`src/rtl/core/tsd_pkg.sv`:
```
`timescale 1ns / 1ps
// ----------------------------------------------------------------------------
// tsd_pkg
// Shared types and fixed field widths for the timestamp sort/dedup unit.
// ----------------------------------------------------------------------------
package tsd_pkg;

  localparam int KEY_W = 64;
  localparam int REF_W = 6;
  localparam int CNT_W = 7;

  typedef logic [KEY_W-1:0] key_t;
  typedef logic [REF_W-1:0] ref_t;
  typedef logic [CNT_W-1:0] cnt_t;

  typedef enum logic [2:0] {
    S_LOAD,
    S_SCAN,
    S_DEC,
    S_EMIT,
    S_ORD,
    S_ORDD
  } state_t;

endpackage

```
`src/rtl/core/tsd_ram.sv`:
```
`timescale 1ns / 1ps
// ----------------------------------------------------------------------------
// tsd_ram
// Generic simple dual-port RAM with one write port and a registered read.
// ----------------------------------------------------------------------------
module tsd_ram #(
  parameter int WIDTH = 8,
  parameter int DEPTH = 16
) (
  input  logic                     clk,
  input  logic                     we,
  input  logic [$clog2(DEPTH)-1:0] waddr,
  input  logic [WIDTH-1:0]         wdata,
  input  logic [$clog2(DEPTH)-1:0] raddr,
  output logic [WIDTH-1:0]         rdata_r
);

  logic [WIDTH-1:0] mem [DEPTH];

  // write and registered read
  always_ff @(posedge clk) begin
    if (we) begin
      mem[waddr] <= wdata;
    end
    rdata_r <= mem[raddr];
  end

endmodule

```
`src/rtl/core/timestamp_sort_dedup_unit.sv`:
```
`timescale 1ns / 1ps
// ----------------------------------------------------------------------------
// timestamp_sort_dedup_unit
// Collects a block of rows, then emits them in arrival order or sorted by
// signed key with duplicate keys removed (earliest arrival kept).
// ----------------------------------------------------------------------------
// Loading accepts one row request per cycle. Once the last row is in, an ordered
// block emits its rows in turn, each read in S_ORD, registered in S_ORDD and held
// in S_EMIT until taken. An unordered block is sorted by repeated passes over the
// row memory: each pass reads all n stored rows, one per cycle through the single
// read port, and finds the smallest key above the one emitted before. No row
// request is taken during emission; a new block starts after the final row has
// been taken.
module timestamp_sort_dedup_unit #(
  parameter int MAX_ROWS = 64
) (
  input  logic          clk,
  input  logic          rst_n,
  input  logic          in_valid,
  output logic          in_stall,
  input  tsd_pkg::key_t in_row_key,
  input  tsd_pkg::ref_t in_row_ref,
  input  logic          in_already_ordered,
  input  logic          in_last_row,
  output logic          out_valid,
  input  logic          out_stall,
  output tsd_pkg::key_t out_key,
  output tsd_pkg::ref_t out_ref,
  output logic          out_last,
  output tsd_pkg::cnt_t out_kept_count,
  output logic          out_overflowed
);
  import tsd_pkg::*;

  localparam int AW = $clog2(MAX_ROWS);
  localparam int CW = $clog2(MAX_ROWS + 1);
  localparam int DW = KEY_W + REF_W;

  state_t state_r, state_nxt;

  logic [CW-1:0] cnt_r, sa_r, kept_r;
  logic          ovf_r, ord_r;
  logic          pv_r, found_r, have_r;
  logic [AW-1:0] pidx_r;
  key_t          best_key_r, cand_key_r, rd_key;
  ref_t          best_ref_r, cand_ref_r, rd_ref;
  logic          out_valid_r, out_last_r, out_ovf_r;
  key_t          out_key_r;
  ref_t          out_ref_r;
  cnt_t          out_kept_r;

  logic          in_acc, wr_en, scan_end, better;
  logic [AW-1:0] raddr;
  logic [DW-1:0] rdata_r;

  assign in_acc = in_valid && !in_stall;
  assign wr_en  = in_acc && (cnt_r < CW'(MAX_ROWS));
  assign rd_key = rdata_r[DW-1:REF_W];
  assign rd_ref = rdata_r[REF_W-1:0];

  tsd_ram #(.WIDTH(DW), .DEPTH(MAX_ROWS)) u_store (
    .clk     (clk),
    .we      (wr_en),
    .waddr   (cnt_r[AW-1:0]),
    .wdata   ({in_row_key, in_row_ref}),
    .raddr   (raddr),
    .rdata_r (rdata_r)
  );

  // candidate test: above the previous key, below the best so far
  assign better = (!have_r || ($signed(rd_key) > $signed(cand_key_r))) &&
                  (!found_r || ($signed(rd_key) < $signed(best_key_r)));
  assign scan_end = pv_r && ((CW'(pidx_r) + CW'(1)) == cnt_r);

  // next state
  always_comb begin
    state_nxt = state_r;
    case (state_r)
      S_LOAD: begin
        if (in_acc && in_last_row) begin
          state_nxt = in_already_ordered ? S_ORD : S_SCAN;
        end
      end
      S_SCAN: begin
        if (scan_end) state_nxt = S_DEC;
      end
      S_DEC:  state_nxt = have_r ? S_EMIT : S_SCAN;
      S_EMIT: begin
        if (!out_stall) begin
          if (out_last_r)  state_nxt = S_LOAD;
          else if (ord_r)  state_nxt = S_ORD;
          else             state_nxt = S_SCAN;
        end
      end
      S_ORD:  state_nxt = S_ORDD;
      S_ORDD: state_nxt = S_EMIT;
      default: state_nxt = S_LOAD;
    endcase
  end

  // outputs of the controller
  always_comb begin
    in_stall = (state_r != S_LOAD);
    raddr    = sa_r[AW-1:0];
  end

  // state and control
  always_ff @(posedge clk) begin
    if (!rst_n) begin
      state_r     <= S_LOAD;
      cnt_r       <= '0;
      ovf_r       <= 1'b0;
      ord_r       <= 1'b0;
      pv_r        <= 1'b0;
      found_r     <= 1'b0;
      have_r      <= 1'b0;
      sa_r        <= '0;
      kept_r      <= '0;
      out_valid_r <= 1'b0;
      out_last_r  <= 1'b0;
    end else begin
      state_r <= state_nxt;
      case (state_r)
        S_LOAD: begin
          if (in_acc) begin
            if (wr_en) cnt_r <= cnt_r + CW'(1);
            else       ovf_r <= 1'b1;
            ord_r   <= in_already_ordered;
            sa_r    <= '0;
            kept_r  <= '0;
            have_r  <= 1'b0;
            found_r <= 1'b0;
            pv_r    <= 1'b0;
          end
        end
        S_SCAN: begin
          // issue reads, then track the best candidate
          if (sa_r < cnt_r) begin
            pv_r <= 1'b1;
            sa_r <= sa_r + CW'(1);
          end else begin
            pv_r <= 1'b0;
          end
          if (pv_r && better) found_r <= 1'b1;
        end
        S_DEC: begin
          sa_r    <= '0;
          found_r <= 1'b0;
          pv_r    <= 1'b0;
          if (!have_r) begin
            have_r <= 1'b1;
          end else begin
            out_valid_r <= 1'b1;
            out_last_r  <= !found_r;
            kept_r      <= kept_r + CW'(1);
          end
        end
        S_ORDD: begin
          out_valid_r <= 1'b1;
          out_last_r  <= ((sa_r + CW'(1)) == cnt_r);
        end
        S_EMIT: begin
          if (!out_stall) begin
            out_valid_r <= 1'b0;
            if (out_last_r) begin
              cnt_r <= '0;
              ovf_r <= 1'b0;
            end else if (ord_r) begin
              sa_r <= sa_r + CW'(1);
            end
          end
        end
        default: ;
      endcase
    end
  end

  // payload
  always_ff @(posedge clk) begin
    pidx_r <= sa_r[AW-1:0];
    if (state_r == S_SCAN && pv_r && better) begin
      best_key_r <= rd_key;
      best_ref_r <= rd_ref;
    end
    if (state_r == S_DEC) begin
      cand_key_r <= best_key_r;
      cand_ref_r <= best_ref_r;
      if (have_r) begin
        out_key_r  <= cand_key_r;
        out_ref_r  <= cand_ref_r;
        out_kept_r <= found_r ? '0 : CNT_W'(kept_r + CW'(1));
        out_ovf_r  <= !found_r && ovf_r;
      end
    end
    if (state_r == S_ORDD) begin
      out_key_r  <= rd_key;
      out_ref_r  <= rd_ref;
      out_kept_r <= ((sa_r + CW'(1)) == cnt_r) ? CNT_W'(cnt_r) : '0;
      out_ovf_r  <= ((sa_r + CW'(1)) == cnt_r) && ovf_r;
    end
  end

  assign out_valid      = out_valid_r;
  assign out_key        = out_key_r;
  assign out_ref        = out_ref_r;
  assign out_last       = out_last_r;
  assign out_kept_count = out_kept_r;
  assign out_overflowed = out_ovf_r;

endmodule
```
`config.mk`:
```
export PLATFORM = sky130hd
export DESIGN_NAME = timestamp_sort_dedup_unit
export DESIGN_NICKNAME = d
export VERILOG_FILES = /design/src/rtl/core/tsd_pkg.sv /design/src/rtl/core/tsd_ram.sv /design/src/rtl/core/timestamp_sort_dedup_unit.sv
export SDC_FILE = /design/constraint.sdc
export NUM_CORES = 2
export LEC_CHECK = 0
export BUFFER_PORTS_ARGS = -buffer_cell sky130_fd_sc_hd__buf_2
export CAP_MARGIN = 10
export CELL_PAD_IN_SITES_DETAIL_PLACEMENT = 1
export CELL_PAD_IN_SITES_GLOBAL_PLACEMENT = 2
export CORE_MARGIN = 3
export CORE_UTILIZATION = 45
export DETAILED_ROUTE_END_ITERATION = 8
export PLACE_DENSITY = 0.66
export SETUP_SLACK_MARGIN = 0.1
export SYNTH_ARGS = -nofsm -noshare
export SYNTH_HDL_FRONTEND = slang
export SYNTH_MEMORY_MAX_BITS = 65536
export SYNTH_SLANG_ARGS = --single-unit
```
`constraint.sdc`:
```
create_clock -name clk -period 21.2 [get_ports clk]
set_input_delay 2.12 -clock clk [delete_from_list [all_inputs] [get_ports clk]]
set_output_delay 2.12 -clock clk [all_outputs]
set_load 0.005 [all_outputs]
```
[Word-level counts from Yosys, hierarchy flattened]
Memories as Yosys holds them, arrays and structs flattened. A register that Yosys moved wholly into a read port is not among the register bits.
Cells that the tools add are included.
Operators by class
  $add $sub $neg: 4
  $mul: 0
  divide/modulo/power cells: 0
  $lt $le $gt $ge: 4
  eq/ne operators: 19
  shift operators: 0
  muxes and demuxes: 53
  bitwise operators: 0
  reduce and logical (&&, ||, !) cells: 36
Operator list (count)
  $mux W64: 3
  $mux W7: 15
  $gt A64 B64 Y1: 1
  $lt A64 B64 Y1: 1
  $pmux W7 S2: 2
  $pmux W7 S4: 1
  $ne A2 B2 Y1 const B: 11
  $add A7 B1 Y7 const B: 3
  $mux W3: 6
  $mux W6: 3
  $pmux W3 S6: 1
  $mux W1: 15
  $eq A7 B7 Y1: 2
  $reduce_and A3 Y1: 4
  $logic_and A1 B1 Y1: 10
  $reduce_and A2 Y1: 5
  $reduce_and A5 Y1: 2
  $pmux W1 S3: 3
  $reduce_bool A3 Y1: 3
  $reduce_bool A2 Y1: 4
  $add A6 B1 Y7 const B: 1
  $lt A7 B7 Y1: 1
  $lt A7 B7 Y1 const B: 1
  $eq A3 B2 Y1 const B: 2
  10 further kinds: 16
Storage, ports and cells
  register bits: 255
  bits in latches: 0
  bits in writable memories: 4480
  bits in read-only memories: 0
  input port bits: 76
  output and inout bits: 81
  logic and storage cells: 137
  memories: 1
Memories
  u_store.mem: words 64, width 70, read ports 1, clocked after memory_dff 1, wr ports 1, RTL line tsd_ram.sv:18  | logic [WIDTH-1:0] mem [DEPTH];

[Logic depth before layout (Yosys ltp)]
  depth in word-level cells: 7
  gate-level depth with buffers: 14
  mapped depth without buffers: 10

[By module]
From an unflattened synthesis, not the netlist that was laid out.
Unflattened totals
  cells, all modules: 8446
  area total of the unflattened synthesis: 184345.6 um^2
By module, submodules not included
  tsd_ram: times used 1, cells an instance 7411, area each 171450.7 um^2, seq. area each 135930.4 um^2
  timestamp_sort_dedup_unit: times used 1, cells an instance 1035, area each 12894.9 um^2, seq. area each 7287.0 um^2

[Least setup slack after synthesis]
Ideal clock, no wire load.
  path kind: register -> register
  from: register state_r[1]
  to: register out_last_r, in the netlist out_last
  setup time: 127 ps
  arrival time: 8924 ps
  slack: 12149 ps
  cell stages (with the launch flop): 7
  path buffers: 0
  clock period less this slack: 9051 ps
  path through: dfxtp_1 -> clkinv_1 -> nor3_1 -> nand2_1 -> nand2_1 -> nand3_1 -> o211a_1
On the way
  longest elaborated chain between the ends: 3
RTL lines
  from (decl): RTL line timestamp_sort_dedup_unit.sv:39  | state_t state_r, state_nxt;
  from (signal assigned): RTL line timestamp_sort_dedup_unit.sv:122  | state_r <= state_nxt;
  $eq A3 B2 Y1 / $eq A3 B3 Y1 (equally long branches): RTL line timestamp_sort_dedup_unit.sv:123  | case (state_r)
  $ne A2 B2 Y1 (no source line) / $reduce_bool A2 Y1 (equally long branches)
  $reduce_and A2 Y1 (no source line)
  to (signal assigned): RTL line timestamp_sort_dedup_unit.sv:154  | out_last_r <= !found_r;
  to (signal assigned): RTL line timestamp_sort_dedup_unit.sv:160  | out_last_r <= ((sa_r + CW'(1)) == cnt_r);
  to (decl): RTL line timestamp_sort_dedup_unit.sv:47  | logic out_valid_r, out_last_r, out_ovf_r;
Parallel ways exist; a longest one is shown, timed or not.
A chain may end at the register's enable or synchronous reset.

==> impl_results.md <==
* Synth warn at 0
* GPL Wtd Cong at 0.757
* Port Buffers at 156
* Slew @ Worst Pin at approximately 1.6 ns
* Mean Syn Cell Area at 24.6 um^2
* # IOs at 157
* Fin nets at 8218
* DP Cell Count at ~13000
* Aggregate global routing overflow at 0
* Pins Over Slew Limit at 58
* Period utilization at 0.344
* Fmax at ~140 MHz
* Largest net degree at the start of global routing at 160
* Cell count after synthesis at approximately 7500
* Core footprint at 405000 um^2
* First-pass GRT wire length at between 700000 and 800000 um
* Worst hold path class: flop to flop
* Area Overhead vs Synth at 13.4%
* CTS sink count at 4805
* GRT Overall Usage at 0.265
* Initial Utilization at 0.454
* Critical R2R Capture: u_store.rdata_r[27]
* Outcome: finished with violations
* Worst-path fanout max at 48
* Commonest non-fill, non-tap cell in the layout: edfxtp_1
* Fill cells at between 30000 and 40000
* Arrival time at the worst endpoint at 8.16 ns
* H-tree depth at 6
* Cts hold-fix bufs at 0
* Setup repair after global routing missed its margin: no
* Antenna violations before repair at 54
* Vias at slightly below 90000
* Post-synth EDFFs at roughly 4700
* Final core utilization at 0.515
* Post-DP HPWL at 270000 um
* Die ar. at about 420000 um^2
* Predominant post-synthesis flop cell: edfxtp_1
* Final std cells w/o fill at around 14000
* Tmin final at 7.30 ns
* Post-CTS Setup Repair Bufs at 0
* Deepest clock path buffer count at 4
* Share of layout cells above drive strength 1 at 0.320
* Vias in the first global route at approximately 90000
* Drt first pass iters at 5
* Critical Path RT at approximately 22 ns
* Clk slew on worst S/H paths at ~0.06 ns
* Worst slack at placement at between 10 and 15 ns
* Total CTS buffers at 518
* #FFs+latches synth at between 4000 and 5000
* CP Class: flop to flop
* Fin Setup TNS at 0 ns
* Register area share after synthesis at 0.780
* Drt drc at 0
* Hold path depth at 0
* Final total power at 20.2 mW
* Hold path endpoint: cand_ref_r[2]
* R2R Setup Slk at around 14 ns
* Post-synth design cell area at 184000 um^2
* Initial drt markers at 12800
* Final hold viol count at 0
* Hold Startpoint: best_ref_r[2]
* CTS-repair resized insts at 0
* Final wirelength at roughly 550000 um
* CTS tree: built
* Vias per cell at about 6.4
* Max_slew headroom at -0.0584
* Crit end category: flop
* DP Area at 192000 um^2
* Asr flop ratio synth at 0
* Final setup violating endpoints at 0
* Hold WS at between 0.4 and 0.5 ns
* Reg-to-Reg Start: sa_r[0]
* Row cnt at around 230
* Leakage at 63.2 nW
* Maximum vdd drop at approximately 0.093 mV
* Max Cap Violations at 0
* Critical Path Source Type: flop
* Reg2reg path depth at 9
* Post-DR wirelength/cell at between 30 and 40 um
* Cell Pwr Density at 97.0 nW/um^2
* Root Driver: clkbuf_16
* Synth unique cells at a little under 60
* Final instance area at between 200000 and 250000 um^2
* Failing checks: max-slew violations
* Clock Skew at between 0.04 and 0.05 ns
* Commonest non-fill, non-tap cells in the layout: edfxtp_1, mux4_2, clkbuf_16
* DIE WIDTH at 645 um
* Final WS setup at between 10 and 15 ns
* Worst-skew pair later-pin latency at between 1 and 1.5 ns
* Syn nets at 7685
* Post-route ant nets at 0
* Die span in y at around 640 um
-- area by class of cell --
cell class	instances	area, um^2	area share
sequential	4805	143000	0.687
clock inverter	245	2120	0.0102
multi-input combinational	2170	38900	0.187
antenna	11	27.5	0.000132
timing repair buffer	363	2770	0.0133
clock buffer	674	14000	0.0673
tap	5405	6760	0.0325
inverter	146	548	0.00263
-- registers in the layout, indices dropped and copies added, names as in the netlist, 3 cells and up --
name	flops
out_key	64
sa_r	7
u_store.rdata_r	70
out_ref	6
out_kept_count	7
u_store.mem	4480
cnt_r	7
best_ref_r	6
pidx_r	6
cand_key_r	64
cand_ref_r	6
state_r	3
kept_r	7
best_key_r	64
-- logic make-up (layout without fill, tap and decap cells) --
family / after synthesis / in the layout / synth area share
flops: 4805 / 4805 / 0.780
other cells: 0 / 11 / 0
simple gates: 286 / 286 / 0.00735
mux: 1544 / 1544 / 0.185
compound gates: 171 / 171 / 0.00589
buf+inv: 496 / 1428 / 0.0114
fa+ha+maj: 138 / 138 / 0.00940
xor+xnor: 31 / 31 / 0.00148
-- worst max-delay path, stage by stage (launching register included) --
cell and delay (ns):
dfxtp_4 0.65, buf_4 0.69, buf_4 0.77, buf_4 0.77, buf_4 0.71, buf_4 0.80
buf_4 0.87, mux4_2 0.61, mux4_2 0.54, mux4_2 0.50
-- worst max-delay path by stage --
stage	startpoint	endpoint	slack (ns)	cells past startpoint
after floorplan	state_r[1]	out_last	12.15	6
after global placement	sa_r[0]	u_store.rdata_r[27]	13.75	9
after detailed placement	sa_r[0]	u_store.rdata_r[27]	13.68	9
after CTS	sa_r[0]	u_store.rdata_r[27]	13.65	9
after global routing	sa_r[0]	u_store.rdata_r[27]	13.20	9
final	sa_r[0]	u_store.rdata_r[27]	13.90	9
-- power breakdown --
| group | switching, mW | leakage, nW | internal (mW) |
|---|---|---|---|
| clock | 3.71 | 7.90 | 5.00 |
| sequential | 0.0773 | 43.1 | 10.5 |
| combinational | 0.512 | 12.2 | 0.400 |
-- cell usage after synthesis, types with 3 or more instances --
library cell	n	area share
ha_1	138	0.0094
o21a_1	3	0.00012
nand4_1	29	0.00099
a31oi_1	4	0.00014
mux2i_1	5	0.00027
buf_1	49	0.0010
xor2_1	9	0.00043
a2111oi_0	5	0.00024
xnor2_1	22	0.0010
and3_1	7	0.00024
a21o_1	15	0.00061
a211oi_1	9	0.00037
and2_1	5	0.00017
mux4_2	1470	0.18
nor2_1	104	0.0021
buf_6	5	0.00031
clkbuf_1	187	0.0038
dfxtp_1	107	0.012
mux2_2	69	0.0042
nor3_1	12	0.00033
a221oi_1	4	0.00019
nand2b_1	3	0.00010
o22ai_1	8	0.00027
buf_2	84	0.0023
or3_1	4	0.00014
nand2_1	53	0.0011
nor4_1	6	0.00020
nor2b_1	18	0.00061
a21oi_1	58	0.0016
edfxtp_1	4698	0.77
buf_4	25	0.0010
nand3_1	37	0.0010
a21boi_0	8	0.00033
o21ai_0	34	0.00093
inv_1	144	0.0029
-- layer usage --
layer | global-route usage | routed length, um | up-vias
li1 | - | - | 33400
met1 | 0.381 | 223000 | 49800
met2 | 0.424 | 268000 | 4541
met3 | 0.0410 | 45500 | 842
met4 | 0.0763 | 15700 | 28
met5 | 0 | 180 | -
(Power assumes the default switching activity.)
